### config.mk
export PLATFORM = sky130hd
export DESIGN_NAME = sem_ram
export DESIGN_NICKNAME = d
export VERILOG_FILES = /design/src/sv/sem_ram.sv
export SDC_FILE = /design/constraint.sdc
export NUM_CORES = 2
export LEC_CHECK = 0
export ABC_CLOCK_PERIOD_IN_PS = 2000
export BUFFER_PORTS_ARGS = -buffer_cell sky130_fd_sc_hd__buf_2
export CAP_MARGIN = 30
export CORE_MARGIN = 4
export CORE_UTILIZATION = 57
export DETAILED_ROUTE_END_ITERATION = 10
export PLACE_DENSITY = 0.76
export RECOVER_POWER = 50
export SLEW_MARGIN = 40
export SYNTH_ARGS = -nofsm -noshare
export SYNTH_HDL_FRONTEND = slang
export SYNTH_SLANG_ARGS = --single-unit
### constraint.sdc
create_clock -name clock -period 2 [get_ports clock]
set_input_delay 0.1 -clock clock [delete_from_list [all_inputs] [get_ports clock]]
set_output_delay 0.1 -clock clock [all_outputs]
set_load 0.01 [all_outputs]
### src/sv/sem_ram.sv
`timescale 1ns / 1ps
module sem_ram #(
   parameter int Width = 8,
   parameter int Depth = 256
) (
   input  logic                     clock,
   input  logic                     wr_en,
   input  logic [$clog2(Depth)-1:0] wr_addr,
   input  logic [Width-1:0]         wr_data,
   input  logic [$clog2(Depth)-1:0] rd_addr,
   output logic [Width-1:0]         rd_data
);
   logic [Width-1:0] mem [Depth];
   logic [Width-1:0] rd_data_ff;

   always_ff @(posedge clock) begin
      if (wr_en) begin
         mem[wr_addr] <= wr_data;
      end
      rd_data_ff <= mem[rd_addr];
   end

   assign rd_data = rd_data_ff;
endmodule

Word level (Yosys, flattened, before mapping) --
Memories as Yosys holds them, arrays and structs flattened. A register that Yosys moved wholly into a read port is not among the register bits. Index checks and enable logic that the tools add are counted. Widths: inputs -> output; s select.
Word-level totals: register bits after elaboration 0, RAM bits 2048, input port bits 26, output and inout bits 8, word-level logic and storage cells 3, memories 1
Memory list:
- mem | depth 256, width 8, rd ports 1, clocked after Yosys merged registers in 1, write ports 1, RTL line 13 | logic [Width-1:0] mem [Depth];
Cells by class: mux-type cells 2
Operator list (count):
- $mux 1 | 2

Longest topological paths before layout --
depth after elaboration 2, mapped depth 11

Worst setup path after synthesis --
Ideal clock, no wire load.
kind input to register, start point input rd_addr[0], end point register rd_data_ff[2], in the netlist rd_data[2], read port of mem, arrival time 1907 ps, data required time 1869 ps, setup slack -38 ps, stages 9, buffers on the path 4, cell sequence buf_6 -> buf_12 -> buf_8 -> buf_2 -> mux4_2 -> a22oi_1 -> a21oi_1 -> nor4_1 -> nor4_2
RTL lines:
- start: declaration | RTL line 10 | input logic [$clog2(Depth)-1:0] rd_addr,
- end: declaration | RTL line 14 | logic [Width-1:0] rd_data_ff;

==> impl_metrics.tcl <==
set metrics [dict create \
    rsz0062_at_grt "true" \
    maxSlewHeadroom -0.481 \
    synth.top_cells.by_area "edfxtp_1 77%, mux4_2 13%, mux2i_1 1.7%" \
    viasPerCell 6.59 \
    synth_top_area_frac 0.773 \
    cts_made_buffers 194 \
    seq_area_frac_synth 0.775 \
    crit_fanout 2 \
    finClkSkew_ns 0.0251 \
    cp-endpoint "rd_data[2]" \
    leakagePower_uw 0.0304 \
    synth_top_cell_by_area "edfxtp_1" \
    regToRegSetupSlack_ns -0.36 \
    async_flop_share 0 \
    cts_sinks 2056 \
    violations "capacitance limit, slew limit, setup timing" \
    netlist_instances 3733 \
    post_cts_buffers 0 \
    fin_ws_ns -0.359 \
    regToRegStartpoint "mem[67][2]" \
    portBuffers 33 \
    worstReg2RegEnd "rd_data[2]" \
    worstSetupEndpointType "flip-flop" \
    syn_to_final_growth_pct 17.6 \
    worst_slew_pin_slew_ns 2.22 \
    start_kind "flip-flop" \
    fin_nets 4477 \
    reg2regPathDepth 6 \
    initial_core_util 0.576 \
    grt_max_degree 101 \
    required_ns 2.70 \
    gp_congestion 0.895 \
    cts_htree_levels 4 \
    clockRootBuffer "clkbuf_16" \
    cts_tree "yes" \
    synth-edff-count 2048 \
    critPathArrivalTime_ns 3.06 \
    grt.overflow.total 0 \
    vias 42728 \
    max_freq_mhz 424 \
    setup.worst_path.start "mem[67][2]" \
    powerDensity_mw_per_mm2 946 \
    antenna_found_initial 10 \
    drc 0 \
    synth_seq_cells 2056 \
    ios 34 \
    avgSynthCellArea_um2 21.3 \
    holdWs_ns 0.140 \
    grt_first_pass_wirelength_um 298000 \
    crit_type "flip-flop to flip-flop" \
    final_core_util 0.678 \
    vdd_drop_max_mv 1.10 \
    period_needed_ns 2.36 \
    stdcell_count 6481 \
    die_y_um 382 \
    syn_nets 3759 \
    grt_pass1_vias 43258 \
    coreArea_mm2 0.138 \
    antenna_left 0 \
    fin_crit_sh 1.18 \
    clockBufferDepth 3 \
    wl_um 203000 \
    drtIter0Drc 6226 \
    synth_flop_cell "edfxtp_1" \
    cts.clk_slew.worst_paths_ns 0.06 \
    die_w_um 382 \
    ys.warnings.count 0 \
    hpwl_um 128000 \
    dieArea_mm2 0.146 \
    track_usage 0.282 \
    hold_viol 0 \
    syn_area_mm2 0.0796 \
    clkLatencyLatePin_ns 0.82 \
    setup_tns_ns -12.30 \
    hold_path.class "primary input to flip-flop" \
    final_layout_size_suffix_gt1_frac 0.332 \
    place_inst 6106 \
    fp-row-count 136 \
    drv_slew 297 \
    wl_per_cell_um 31.3 \
    drtPass1Iterations 6 \
    status "finished with violations" \
    final-setup-viol-count 121 \
    synth_cell_type_count 55 \
    max-cap-violations 5 \
    dp_slack_ns -0.997 \
]
cell type report:
class                           count  area, um2
Tap cell                         1863       2330
Inverter                            2       7.51
Clock inverter                    121       1040
Fill cell                        8182      44400
Clock buffer                      238       5120
Timing Repair Buffer              755       6490
Antenna cell                        4       10.0
Sequential cell                  2056      61700
Multi-Input combinational cell   1442      16900
report_power, final:
part / switching, uW / total [uW] / internal (uW)
Sequential: 109 / 47600 / 47500
Clock: 15700 / 35800 / 20100
Combinational: 3070 / 5100 / 2030
Total: 18800 / 88500 / 69700
through the flow:
| stage | total power (uW) | instance area [um2] |
|---|---|---|
| after floorplan | 50800 | 79600 |
| after global placement | 53300 | 87100 |
| after detailed placement | 53400 | 87200 |
| after CTS | 88800 | 93800 |
| after global routing | 91100 | 93600 |
| final | 88500 | 93600 |
cell families (layout without fill, tap and decap cells):
family | Yosys count | in the layout | synth area share
flip-flops | 2056 | 2056 | 0.775
multiplexers | 591 | 591 | 0.146
AND/OR/NAND/NOR | 466 | 466 | 0.0263
AO/OA/AOI/OAI | 385 | 385 | 0.0342
buffers and inverters | 235 | 1116 | 0.0183
other | 0 | 4 | 0
repair_timing:
item,in CTS,in global routing
endpoints found under the hold margin,1094,0
resized for setup,59,14
hold buffers,16,0
endpoints found under the setup margin,8,8
pin swaps,21,12
worst min-delay path by stage:
stage	end	slack, ns	depth (start not counted)	start
floorplan	mem[0][0]	0.20	0	wr_data[0]
global placement	mem[53][7]	0.48	1	wr_data[7]
detailed placement	mem[53][7]	0.49	1	wr_data[7]
CTS	mem[250][5]	0.04	4	wr_addr[7]
global route	mem[250][2]	0.11	4	wr_addr[7]
finish	mem[249][3]	0.14	4	wr_en
cells in the final DEF (no fill, tap or decap), drive strengths merged, types with 6 or more instances in the layout:
master       Yosys  routed
nor3            22      22
a22o             8       8
nor4            27      27
nand3           34      34
a211oi          16      16
nand2b           8       8
mux4           456     456
nand2           33      33
clkinv           1      91
o211ai          10      10
o21ai           12      12
dlygate4sd3      0      16
nor2           282     282
clkinvlp         0       6
and2             6       6
o22ai           28      28
o221ai          47      47
nand4           10      10
clkbuf         111     262
edfxtp        2048    2048
inv              1      11
a22oi          133     133
dfxtp            8       8
nor2b           31      31
buf            122     715
a221oi          14      14
bufinv           0      15
a21oi           96      96
mux2i          134     134
worst max-delay path, stage by stage, from the launching register on:
cell,delay (ns)
edfxtp_1,0.38
mux4_2,0.54
mux4_2,0.50
nor2b_4,0.17
nor4_4,0.43
buf_4,0.20
nor4_2,0.03
metal layers:
layer  vias to the layer above  GRT usage  part of all wire
met5                         -          0           0.00019
met4                         6      0.117             0.045
met3                       434     0.0629              0.12
met2                      3054      0.439              0.48
met1                     22085      0.395              0.35
li1                      17149          -                 -
synthesized netlist by cell type, drive strengths merged (6+ instances only):
| master | n |
|---|---|
| a22oi | 133 |
| edfxtp | 2048 |
| o211ai | 10 |
| nor2 | 282 |
| and2 | 6 |
| nor2b | 31 |
| nand2b | 8 |
| nor4 | 27 |
| nand4 | 10 |
| nor3 | 22 |
| a21oi | 96 |
| nand3 | 34 |
| a221oi | 14 |
| o21ai | 12 |
| nand2 | 33 |
| o22ai | 28 |
| a211oi | 16 |
| dfxtp | 8 |
| buf | 122 |
| clkbuf | 111 |
| mux4 | 456 |
| a22o | 8 |
| mux2i | 134 |
| o221ai | 47 |
sequential cells by signal, summed over array words and instances, names as in the netlist:
signal   cells
rd_data      8
mem       2048
Note: power is estimated with default switching activity, not from simulation.
