==> config.mk <==
export PLATFORM = sky130hd
export DESIGN_NAME = sem_mag
export DESIGN_NICKNAME = d
export VERILOG_FILES = /design/src/sv/sem_pkg.sv /design/src/sv/sem_mag.sv
export SDC_FILE = /design/constraint.sdc
export NUM_CORES = 1
export LEC_CHECK = 0
export BUFFER_PORTS_ARGS = -buffer_cell sky130_fd_sc_hd__buf_4
export CAP_MARGIN = 40
export CORE_MARGIN = 3
export CORE_UTILIZATION = 45
export DETAILED_ROUTE_END_ITERATION = 10
export PLACE_DENSITY = 0.68
export SKIP_LAST_GASP = 1
export SYNTH_ARGS = -nofsm -noshare
export SYNTH_HDL_FRONTEND = slang
export SYNTH_SLANG_ARGS = --single-unit
export TNS_END_PERCENT = 10
==> constraint.sdc <==
create_clock -name clock -period 7.2 [get_ports clock]
set_input_delay 1.44 -clock clock [delete_from_list [all_inputs] [get_ports clock]]
set_output_delay 1.44 -clock clock [all_outputs]
set_load 0.1 [all_outputs]
==> src/sv/sem_pkg.sv <==
`timescale 1ns / 1ps
package sem_pkg;
   localparam int MaxWidth  = 2048;
   localparam int MaxHeight = 4095;
   localparam int ColBits   = $clog2(MaxWidth);
   localparam int RowBits   = 12;
   localparam int DimBits   = 12;
   localparam logic [DimBits-1:0] ResetWidth  = DimBits'(640);
   localparam logic [DimBits-1:0] ResetHeight = DimBits'(480);

   localparam logic [1:0] RegWidth  = 2'd0;
   localparam logic [1:0] RegHeight = 2'd1;

   typedef enum logic [1:0] {
      ST_IDLE,
      ST_READ,
      ST_CALC,
      ST_EMIT
   } state_type;

   // result item before packing
   typedef struct packed {
      logic [23:0]        colour;
      logic [ColBits-1:0] col;
      logic [RowBits-1:0] row;
      logic               interior;
   } result_type;
endpackage

==> src/sv/sem_mag.sv <==
`timescale 1ns / 1ps
// Integer square root of a sum of squares, clamped to 255, one bit a cycle.
module sem_mag
   import sem_pkg::*;
(
   input  logic        clock,
   input  logic        reset,
   input  logic        start,
   input  logic [16:0] sum,
   output logic        done,
   output logic [7:0]  mag
);
   logic [16:0] sum_ff, sum_in;
   logic [7:0]  res_ff, res_in;
   logic [7:0]  bit_ff, bit_in;
   logic        busy_ff, busy_in;
   logic        done_ff, done_in;
   logic [7:0]  trial;
   logic [15:0] trial_sq;

   assign trial    = res_ff | bit_ff;
   assign trial_sq = 16'(trial) * 16'(trial);

   always_comb begin
      sum_in  = sum_ff;
      res_in  = res_ff;
      bit_in  = bit_ff;
      busy_in = busy_ff;
      done_in = 1'b0;
      if (start) begin
         sum_in  = sum;
         bit_in  = 8'h80;
         busy_in = 1'b1;
         res_in  = (sum >= 17'd65025) ? 8'hff : 8'h00;
         if (sum >= 17'd65025) begin
            bit_in = 8'h00;
         end
      end else if (busy_ff) begin
         if (bit_ff == 8'h00) begin
            busy_in = 1'b0;
            done_in = 1'b1;
         end else begin
            if (17'(trial_sq) <= sum_ff) begin
               res_in = trial;
            end
            bit_in = bit_ff >> 1;
         end
      end
   end

   always_ff @(posedge clock) begin
      if (reset) begin
         busy_ff <= 1'b0;
         done_ff <= 1'b0;
      end else begin
         busy_ff <= busy_in;
         done_ff <= done_in;
      end
      sum_ff <= sum_in;
      res_ff <= res_in;
      bit_ff <= bit_in;
   end

   assign done = done_ff;
   assign mag  = res_ff;
endmodule

# ---- After elaboration in Yosys (flattened, before gate mapping)
# Cells that the tools add are included.
dict set report word_totals {
  ff_bits 35
  inputBits 20
  wordCells 30
}
dict set report op_classes {
  n_mul 1
  magnitude_cmp 2
  n_eq_ne 1
  n_mux 13
  n_bitwise 2
  n_reduce_logical 6
}
# op n
set op_table {}
lappend op_table {{$mux 8} 9}
lappend op_table {{$ge 17x16->1 const B} 1}
lappend op_table {{$le 16x17->1} 1}
lappend op_table {{$mul 8x8->16} 1}
lappend op_table {{$logic_not 8->1} 1}
lappend op_table {{$or 8x8->8} 1}
lappend op_table {{$mux 1} 4}
lappend op_table {{$reduce_bool 2->1} 2}
lappend op_table {{$reduce_and 3->1} 1}
lappend op_table {{$reduce_or 3->1} 1}
lappend op_table {{$ne 2x2->1 const B} 1}
lappend op_table {{$reduce_and 2->1} 1}
lappend op_table {{$not 1->1} 1}

# ---- Depth between registers and ports, before layout
# Gate-level depths: netlist of the first run.
dict set report logic_depth {
  ltp_word 7
  mapped_depth 22
}

# ---- Least setup slack after synthesis of the first run
# Ideal clock, no wire load.
dict set report synth_path {
  path_type {register to register}
  start {register res_ff[5], in the netlist mag[5]}
  end {register res_ff[0], in the netlist mag[0] (enable)}
  arrival_time_ps 6366
  slack_ps 459
  stages_incl_launch_ff 23
  cell_sequence {edfxtp_1 -> nor2_1 -> inv_1 -> o21ai_0 -> fa_1 -> inv_1 -> fa_1 -> fa_1 -> inv_1 -> fa_1 -> inv_1 -> ha_1 -> and3_1 -> o21a_1 -> o31ai_4 -> o211ai_1 -> or4b_1 -> ha_1 -> nand4b_1 -> nor2_1 -> and4b_1 -> a21oi_1 -> a21oi_1}
}
dict set report synth_via {
  elab_chain_cells 5
}
# item line_no
set synth_rtl {}
lappend synth_rtl {{start: declaration} sem_mag.sv:14} ;# logic [7:0] res_ff, res_in;
lappend synth_rtl {{start signal: assignment} sem_mag.sv:60} ;# res_ff <= res_in;
lappend synth_rtl {{$or 8x8->8} sem_mag.sv:21} ;# assign trial = res_ff | bit_ff;
lappend synth_rtl {{$mul 8x8->16} sem_mag.sv:22} ;# assign trial_sq = 16'(trial) * 16'(trial);
lappend synth_rtl {{$le 16x17->1} sem_mag.sv:43} ;# if (17'(trial_sq) <= sum_ff) begin
lappend synth_rtl {{$reduce_bool 2->1 (no line)} --}
lappend synth_rtl {{$reduce_and 3->1 (no line)} --}
# Every way passes these cells.
# A chain may end at the register's enable or synchronous reset.

# ---- Worst setup path after layout of the first run
dict set report layout_path {
  start {register bit_ff[5]}
  end {register res_ff[1], in the netlist mag[1] (enable)}
}
dict set report layout_via {
  elab_chain_cells 5
}
# item line_no
set layout_rtl {}
lappend layout_rtl {{start: declaration} sem_mag.sv:15} ;# logic [7:0] bit_ff, bit_in;
lappend layout_rtl {{start signal: assignment} sem_mag.sv:61} ;# bit_ff <= bit_in;
lappend layout_rtl {{$or 8x8->8} sem_mag.sv:21}
lappend layout_rtl {{$mul 8x8->16} sem_mag.sv:22}
lappend layout_rtl {{$le 16x17->1} sem_mag.sv:43}
lappend layout_rtl {{$reduce_bool 2->1 (no line)} --}
lappend layout_rtl {{$reduce_and 3->1 (no line) (*)} --}
# Every way passes the cells marked *; elsewhere a longest branch is shown, timed or not.

==> impl_metrics.json, run 1 <==
{
  "finalSetupTns_ns": 0,
  "uppermost_layer_routed": "met4",
  "gp_routability_congestion": 0.880,
  "cts-htree-levels": 2,
  "ant_nets": 0,
  "synth_edf_count": 33,
  "drt-total-wl_um": 6490,
  "critical_path.max_fanout": 8,
  "detail_route.vias_per_cell": 5.17,
  "synth_flop_cell": "edfxtp_1",
  "ctsLongestPathBuffers": 2,
  "dieHeight_um": 91.9,
  "path_delay_family": "adder cells",
  "critPathSlowestCell": "fa_1",
  "cts_setup_buffers": 0,
  "utilization_pct": 53.8,
  "tritoncts_num_sinks": 35,
  "clk_transition_reported_paths_ns": 0.07,
  "fp.dieW_um": 91.9,
  "count_of_distinct_cell_types_in_the_synthesized_netlist": 42,
  "layout.cells.non_filler": 479,
  "postPlaceCellArea_mm2": 0.00367,
  "row_count": 30,
  "yosys_warnings": 0,
  "cts_hold_repair.buffers": 0,
  "dp_cells": 471,
  "top_level_ports": 29,
  "antenna_found_initial": 0,
  "detailroute.via_count": 2477,
  "crit_path_start_kind": "flip-flop",
  "mappedNetlistNets": 434,
  "port-buffer-count": 28,
  "routed_length_on_met2_um": 3080,
  "timing_max_transition_violations_final": 0,
  "grt_start_max_net_pins": 37,
  "final-hold-violation-count": 0,
  "ys_async_sr_fraction_pct": 0,
  "ctsResizeCount": 0,
  "number_of_design_rule_violations_left_after_detail_routing": 0,
  "finalClockSkew_ns": 0.00888,
  "initial_utilization_pct": 47.6,
  "m1WireLength_um": 2990,
  "post_synth_inst_count": 346,
  "worst_hold_path_type": "reg -> reg",
  "synthToLayoutAreaGrowth_pct": 13.1,
  "antenna_diode_instance_count": 0,
  "worstSetupPathType": "reg -> reg",
  "final.min_clock_period_ns": 6.37,
  "critical_path.n_buffers_inverters": 5,
  "finish.instance_area_mm2": 0.00375,
  "critical_path.cell_chain": "nor2_1, inv_1, o21ai_0, fa_1, inv_1, fa_1, fa_1, inv_1, fa_1, inv_1, ha_1, and3_1, o21a_1, o31ai_4, o211ai_1, or4b_1, ha_1, nand4b_1, nor2_1, and4b_1, a21oi_1, a21oi_1, buf_4",
  "drive_above_1_share_pct": 11.5,
  "grt.total_usage_pct": 16.3,
  "gr-total-overflow": 0,
  "dr.pass1.iters": 4,
  "worst_setup_path_end_kind": "flip-flop",
  "multi_input_comb_area_mm2": 0.00204,
  "post_drt_wl_per_cell_um": 13.5,
  "synth.ff_latch_count": 35,
  "status": "complete, no violations",
  "final_setup_viols": 0,
  "grt_first_pass_wirelength_um": 11100,
  "final.fill_count": 672,
  "timing.final.crit_share_pct": 88.5,
  "finalNetCount": 470,
  "mappedNetlistArea_mm2": 0.00332,
  "synthesis.area_per_instance_um2": 9.60,
  "critPathRequiredTime_ns": 7.19,
  "dieArea_mm2": 0.00845,
  "cts.root.buffer_cell": "clkbuf_8",
  "cp_slowest_stage_delay_ns": 0.55,
  "worst-endpoint-arrival_ns": 6.36,
  "numCtsBuffers": 5,
  "detailedRoute.firstIterationViolations": 89,
  "grt_pass1_vias": 2445,
  "max_clock_freq_mhz": 157,
  "slew_headroom_pct": 69.5,
  "synth-seq-area-share_pct": 31.0,
  "detailroute.wirelength.met3_um": 326,
  "tritoncts_clock_tree": "done",
  "ff_latch_area_mm2": 0.00103,
  "tightest_slew_ns": 0.457,
  "maxCapViolCount": 0,
  "grt_setup_unrepaired": "false",
  "clock_latency_reported_for_the_late_side_of_the_worst_skew_pair_ns": 0.28,
  "floorplan.core_area_mm2": 0.00698,
  "place_hpwl_um": 5430
}
## sequential cells by signal (all words and copies together), names as in the netlist
name	count
mag	8
busy_ff	1
sum_ff	17
bit_ff	8
done	1
## kinds of logic after synthesis
logic type	share of synthesized area (%)
flip-flops	31.0
AND/OR/NAND/NOR	16.9
XOR/XNOR	2.90
AO/OA/AOI/OAI	9.68
buffers and inverters	7.57
multiplexers	0.603
adder cells (fa/ha/maj)	31.3
## cell usage after synthesis (2+ instances only)
| cell | instances | area (um^2) |
|---|---|---|
| nand3_1 | 3 | 15.0 |
| edfxtp_1 | 33 | 991 |
| o21ai_0 | 11 | 55.1 |
| ha_1 | 43 | 538 |
| o21a_1 | 2 | 15.0 |
| fa_1 | 25 | 500 |
| nand2_1 | 10 | 37.5 |
| nor2b_1 | 11 | 68.8 |
| a211oi_1 | 3 | 22.5 |
| xnor2_1 | 9 | 78.8 |
| or4b_1 | 2 | 20.0 |
| or2_2 | 3 | 18.8 |
| mux2i_1 | 2 | 20.0 |
| a21o_1 | 3 | 22.5 |
| nand4b_1 | 3 | 26.3 |
| inv_1 | 64 | 240 |
| nor3_1 | 12 | 60.1 |
| o22ai_1 | 4 | 25.0 |
| nor4_1 | 5 | 31.3 |
| nor2_1 | 53 | 199 |
| nand4_1 | 3 | 18.8 |
| o31ai_1 | 2 | 15.0 |
| xor2_1 | 2 | 17.5 |
| a21oi_1 | 17 | 85.1 |
| dfxtp_1 | 2 | 40.0 |
| clkbuf_1 | 3 | 11.3 |
## final timing paths
check                          start               end  slack, ns  cells past startpoint
max          bit_ff[5]$_SDFFCE_PP0P_  mag[1]$_DFFE_PP_       0.83                     23
min               busy_ff$_SDFF_PP0_   done$_SDFF_PP0_       0.48                      1
max reg2reg  bit_ff[5]$_SDFFCE_PP0P_  mag[1]$_DFFE_PP_       0.83                     23
min reg2reg       busy_ff$_SDFF_PP0_   done$_SDFF_PP0_       0.48                      1
## placed cells by master, fill, tap and decap left out, types with 2 or more instances in the layout
cell and count:
nand2_1 10, mux2i_1 2, o22ai_1 4, o21ai_0 11, buf_4 32, xor2_1 2, fa_1 25, edfxtp_1 33
clkbuf_8 5, nor2b_1 11, nor2_1 53, a21o_1 3, a21oi_1 17, xnor2_1 9, o31ai_1 2, dfxtp_1 2
nand3_1 3, inv_1 64, nor4_1 5, or2_2 3, o21a_1 2, nand4_1 3, a211oi_1 3, ha_1 43
nor3_1 12, or4b_1 2, nand4b_1 3
## layout make-up
cell class                 instances  area share, %
multi-input combinational        244           54.3
sequential                        35           27.5
timing repair buffer              32           6.40
inverter                          64           6.40
tap                               96           3.20
clock buffer                       6           1.93
clock inverter                     2          0.333
## stage by stage
stage                     worst slack, ns  hold WS [ns]
final                               0.829         0.484
after detailed placement            0.865         0.469
after global routing                0.433         0.496
after CTS                           0.856         0.483
after global placement               1.02         0.467
after floorplan                     0.459         0.460
## metal layers
metal	global-route usage (%)	vias up
li1	-	1245
met3	2.13	7
met2	26.6	56
met1	23.1	1169
met5	0	-
met4	4.33	0
Power of run 1 is left out: the tool's default activity adds up to more than one toggle a clock period on the data nets, which glitch-free logic cannot reach.
==> run 2: changes to the inputs <==
--- a/config.mk
+++ b/config.mk
@@ -7,6 +7,7 @@
 export LEC_CHECK = 0
 export BUFFER_PORTS_ARGS = -buffer_cell sky130_fd_sc_hd__buf_4
 export CAP_MARGIN = 40
+export CORE_ASPECT_RATIO = 1.2
 export CORE_MARGIN = 3
 export CORE_UTILIZATION = 45
 export DETAILED_ROUTE_END_ITERATION = 10
==> impl_metrics.json, run 2 (synthesized netlist as in run 1, its figures left out) <==
{
  "status": "complete, no violations",
  "row_count": 33,
  "detailedRoute.firstIterationViolations": 115,
  "grt_busiest_layer": "met2",
  "tritoncts_num_sinks": 35,
  "cts_hold_repair.buffers": 0,
  "floorplan.core_area_mm2": 0.00702,
  "top_level_ports": 29,
  "dr.pass1.iters": 4,
  "finalNetCount": 470,
  "cts-htree-levels": 2,
  "dieHeight_um": 100,
  "grt.total_usage_pct": 16.5,
  "final_common_cell": "inv_1",
  "ant_nets": 0,
  "clock_latency_reported_for_the_late_side_of_the_worst_skew_pair_ns": 0.28,
  "global_route_met3_utilization_pct": 1.89,
  "ctsLongestPathBuffers": 2,
  "final_setup_viols": 0,
  "worst_r2r_startpoint": "bit_ff[5]$_SDFFCE_PP0P_",
  "antenna_diode_instance_count": 0,
  "timing_max_transition_violations_final": 0,
  "worst_setup_path_end_kind": "flip-flop",
  "critical_path.max_fanout": 8,
  "gp_routability_congestion": 0.844,
  "critPathRequiredTime_ns": 7.19,
  "worst-endpoint-arrival_ns": 6.31,
  "grt_setup_unrepaired": "false",
  "gr-total-overflow": 0,
  "cts_setup_buffers": 0,
  "crit_path_start_kind": "flip-flop",
  "grt_first_pass_wirelength_um": 11200,
  "numCtsBuffers": 5,
  "detail_route.vias_per_cell": 5.26,
  "tritoncts_clock_tree": "done",
  "final.min_clock_period_ns": 6.32,
  "final-hold-violation-count": 0,
  "gr-usage-met1_pct": 20.7,
  "utilization_pct": 53.7,
  "detailroute.via_count": 2474,
  "largest_register": "sum_ff",
  "groute.layer.met2.usage_pct": 28.6,
  "drt-total-wl_um": 6580,
  "fp.dieW_um": 84.4,
  "port-buffer-count": 28,
  "layout.cells.most_common_list": "64 x inv_1, 53 x nor2_1, 43 x ha_1",
  "initial_utilization_pct": 47.3,
  "maxCapViolCount": 0,
  "place_hpwl_um": 5530,
  "layout.cells.non_filler": 470,
  "number_of_design_rule_violations_left_after_detail_routing": 0,
  "timing.final.crit_share_pct": 87.8,
  "dieArea_mm2": 0.00845,
  "antenna_found_initial": 0,
  "grt_start_max_net_pins": 37,
  "slew_headroom_pct": 67.1,
  "tightest_slew_ns": 0.492,
  "max_clock_freq_mhz": 158,
  "cp-startpoint": "bit_ff[5]$_SDFFCE_PP0P_",
  "clk_transition_reported_paths_ns": 0.08,
  "dp_cells": 462,
  "worstSetupPathType": "reg -> reg",
  "worst_hold_path_type": "reg -> reg",
  "cts.root.buffer_cell": "clkbuf_8",
  "grt_pass1_vias": 2497,
  "synthToLayoutAreaGrowth_pct": 13.6,
  "largest_register_ffs": 17,
  "finalSetupTns_ns": 0,
  "finalClockSkew_ns": 0.0125,
  "ctsResizeCount": 0,
  "post_drt_wl_per_cell_um": 14.0,
  "min-delay-start": "busy_ff$_SDFF_PP0_",
  "drive_above_1_share_pct": 11.7
}
## run 2: worst max-delay path: stages (launching register included)
cell and delay [ns]:
edfxtp_1 0.42, nor2_1 0.35, inv_1 0.24, o21ai_0 0.16, fa_1 0.45, inv_1 0.12
fa_1 0.45, fa_1 0.54, inv_1 0.05, fa_1 0.54, inv_1 0.05, ha_1 0.35
and3_1 0.20, o21a_1 0.16, o31ai_4 0.09, o211ai_1 0.18, or4b_1 0.47, ha_1 0.31
nand4b_1 0.12, nor2_1 0.20, and4b_1 0.21, a21oi_1 0.06, a21oi_1 0.14, buf_4 0.18
## run 2: worst paths after layout
kind / endpoint / slack (ns) / depth (start not counted)
worst max-delay path: mag[0]$_DFFE_PP_ / 0.88 / 23
worst min-delay path: done$_SDFF_PP0_ / 0.49 / 1
worst max register to register: mag[0]$_DFFE_PP_ / 0.88 / 23
worst min register to register: done$_SDFF_PP0_ / 0.49 / 1
## run 2: per-stage QoR
step	worst slack (ns)	hold slack [ns]	area (um^2)
floorplan	0.459	0.460	3320
global placement	0.979	0.470	3660
detailed placement	0.900	0.473	3660
CTS	0.867	0.490	3770
global route	0.453	0.508	3770
finish	0.879	0.486	3770
## run 2: layout make-up
cell class	instances	area, um^2
Clock buffer	5	68.8
Clock inverter	3	43.8
Fill cell	665	3250
Inverter	64	240
Multi-Input combinational cell	244	2040
Sequential cell	35	1030
Tap cell	87	109
Timing Repair Buffer	32	240
## run 2: routing by layer
layer,routed length (um),vias up
li1,-,1241
met1,2890,1187
met2,3310,37
met3,182,9
met4,194,0
met5,0,-
Power of run 2 is left out for the same reason.
==> run 3: changes to the inputs <==
--- a/config.mk
+++ b/config.mk
@@ -7,11 +7,14 @@
 export LEC_CHECK = 0
 export BUFFER_PORTS_ARGS = -buffer_cell sky130_fd_sc_hd__buf_4
 export CAP_MARGIN = 40
+export CELL_PAD_IN_SITES_DETAIL_PLACEMENT = 1
+export CELL_PAD_IN_SITES_GLOBAL_PLACEMENT = 2
 export CORE_ASPECT_RATIO = 1.2
 export CORE_MARGIN = 3
-export CORE_UTILIZATION = 45
+export CORE_UTILIZATION = 39
 export DETAILED_ROUTE_END_ITERATION = 10
-export PLACE_DENSITY = 0.68
+export PLACE_DENSITY = 0.86
+export REMOVE_ABC_BUFFERS = 1
 export SKIP_LAST_GASP = 1
 export SYNTH_ARGS = -nofsm -noshare
 export SYNTH_HDL_FRONTEND = slang
==> impl_metrics.json, run 3 (synthesized netlist as in run 1, its figures left out) <==
{
  "detailedRoute.firstIterationViolations": 59,
  "slew_headroom_pct": 65.1,
  "critPathRequiredTime_ns": 7.21,
  "grt_pass1_vias": 2772,
  "ctsLongestPathBuffers": 2,
  "final.min_clock_period_ns": 6.41,
  "max_clock_freq_mhz": 156,
  "worst_setup_path_end_kind": "flip-flop",
  "global_route_met3_utilization_pct": 2.04,
  "dr.pass1.iters": 4,
  "synthToLayoutAreaGrowth_pct": 13.9,
  "gr-usage-met1_pct": 20.4,
  "cp-startpoint": "bit_ff[5]$_SDFFCE_PP0P_",
  "worst_r2r_startpoint": "bit_ff[5]$_SDFFCE_PP0P_",
  "cts-htree-levels": 2,
  "min-delay-start": "busy_ff$_SDFF_PP0_",
  "tightest_slew_ns": 0.522,
  "final_common_cell": "inv_1",
  "timing_max_transition_violations_final": 0,
  "detailroute.via_count": 2517,
  "status": "complete, no violations",
  "largest_register_ffs": 17,
  "worst-endpoint-arrival_ns": 6.42,
  "tritoncts_clock_tree": "done",
  "fp.dieW_um": 90.2,
  "largest_register": "sum_ff",
  "final.fill_count": 966,
  "cts_hold_repair.buffers": 0,
  "finalNetCount": 470,
  "clk_transition_reported_paths_ns": 0.08,
  "worst_hold_path_type": "reg -> reg",
  "worstSetupPathType": "reg -> reg",
  "maxCapViolCount": 0,
  "numCtsBuffers": 5,
  "initial_utilization_pct": 40.5,
  "drt-total-wl_um": 7570,
  "groute.layer.met2.usage_pct": 29.9,
  "critical_path.max_fanout": 8,
  "detail_route.vias_per_cell": 5.06,
  "gp_routability_congestion": 0.865,
  "grt_first_pass_wirelength_um": 12900,
  "finalClockSkew_ns": 0.0102,
  "final-hold-violation-count": 0,
  "port-buffer-count": 28,
  "crit_path_start_kind": "flip-flop",
  "finalSetupTns_ns": 0,
  "place_hpwl_um": 6440,
  "gr-total-overflow": 0,
  "tritoncts_num_sinks": 35,
  "ant_nets": 0,
  "dieArea_mm2": 0.00966,
  "dieHeight_um": 107,
  "top_level_ports": 29,
  "row_count": 36,
  "cts.root.buffer_cell": "clkbuf_8",
  "ctsResizeCount": 0,
  "number_of_design_rule_violations_left_after_detail_routing": 0,
  "antenna_found_initial": 0,
  "cts_setup_buffers": 0,
  "floorplan.core_area_mm2": 0.00820,
  "antenna_diode_instance_count": 0,
  "grt.total_usage_pct": 16.8,
  "grt_setup_unrepaired": "false",
  "final_setup_viols": 0,
  "timing.final.crit_share_pct": 89.0,
  "drive_above_1_share_pct": 11.7,
  "grt_busiest_layer": "met2",
  "layout.cells.most_common_list": "64 x inv_1, 53 x nor2_1, 43 x ha_1",
  "post_drt_wl_per_cell_um": 15.2,
  "clock_latency_reported_for_the_late_side_of_the_worst_skew_pair_ns": 0.29,
  "grt_start_max_net_pins": 37
}
[run 3: changes by cell type in the layout (fill, tap and decap cells not counted), sizes merged]
cell / delta
clkinv: -1
bufinv: -1
clkinvlp: +2
[run 3: layer usage]
layer	vias to the layer above	wire, um
li1	1242	-
met1	1227	3320
met2	34	3860
met3	14	182
met4	0	216
met5	-	0
[run 3: worst paths after layout]
kind | to | slack (ns) | cells past startpoint
max | mag[3]$_DFFE_PP_ | 0.79 | 23
min reg2reg | done$_SDFF_PP0_ | 0.48 | 1
min | done$_SDFF_PP0_ | 0.48 | 1
max reg2reg | mag[3]$_DFFE_PP_ | 0.79 | 23
[run 3: per-stage QoR]
step                utilization, %  cells  worst slack (ns)  instance area (um^2)  hold slack [ns]
floorplan                        -    343             0.470                  3310            0.460
global placement              45.0    489             0.954                  3690            0.471
detailed placement            45.0    489             0.787                  3690            0.476
CTS                           46.1    497             0.758                  3780            0.486
global route                  46.1    497             0.350                  3780            0.498
finish                        46.1    497             0.790                  3780            0.482
[run 3: final cells by class]
| class | instances | area, um^2 | area share (%) |
|---|---|---|---|
| Timing Repair Buffer | 32 | 240 | 6.35 |
| Sequential cell | 35 | 1030 | 27.3 |
| Inverter | 64 | 240 | 6.35 |
| Multi-Input combinational cell | 244 | 2040 | 53.9 |
| Clock inverter | 3 | 20.0 | 0.529 |
| Tap cell | 114 | 143 | 3.77 |
| Clock buffer | 5 | 68.8 | 1.82 |
[run 3: worst max-delay path: stages, from the launching register on]
cell      delay, ns
edfxtp_1       0.42
nor2_1         0.35
inv_1          0.24
o21ai_0        0.16
fa_1           0.46
inv_1          0.12
fa_1           0.46
fa_1           0.54
inv_1          0.05
fa_1           0.53
inv_1          0.04
ha_1           0.36
and3_1         0.20
o21a_1         0.16
o31ai_4        0.09
o211ai_1       0.22
or4b_1         0.46
ha_1           0.31
nand4b_1       0.13
nor2_1         0.21
and4b_1        0.22
a21oi_1        0.06
a21oi_1        0.14
buf_4          0.18
Power of run 3 is left out for the same reason.
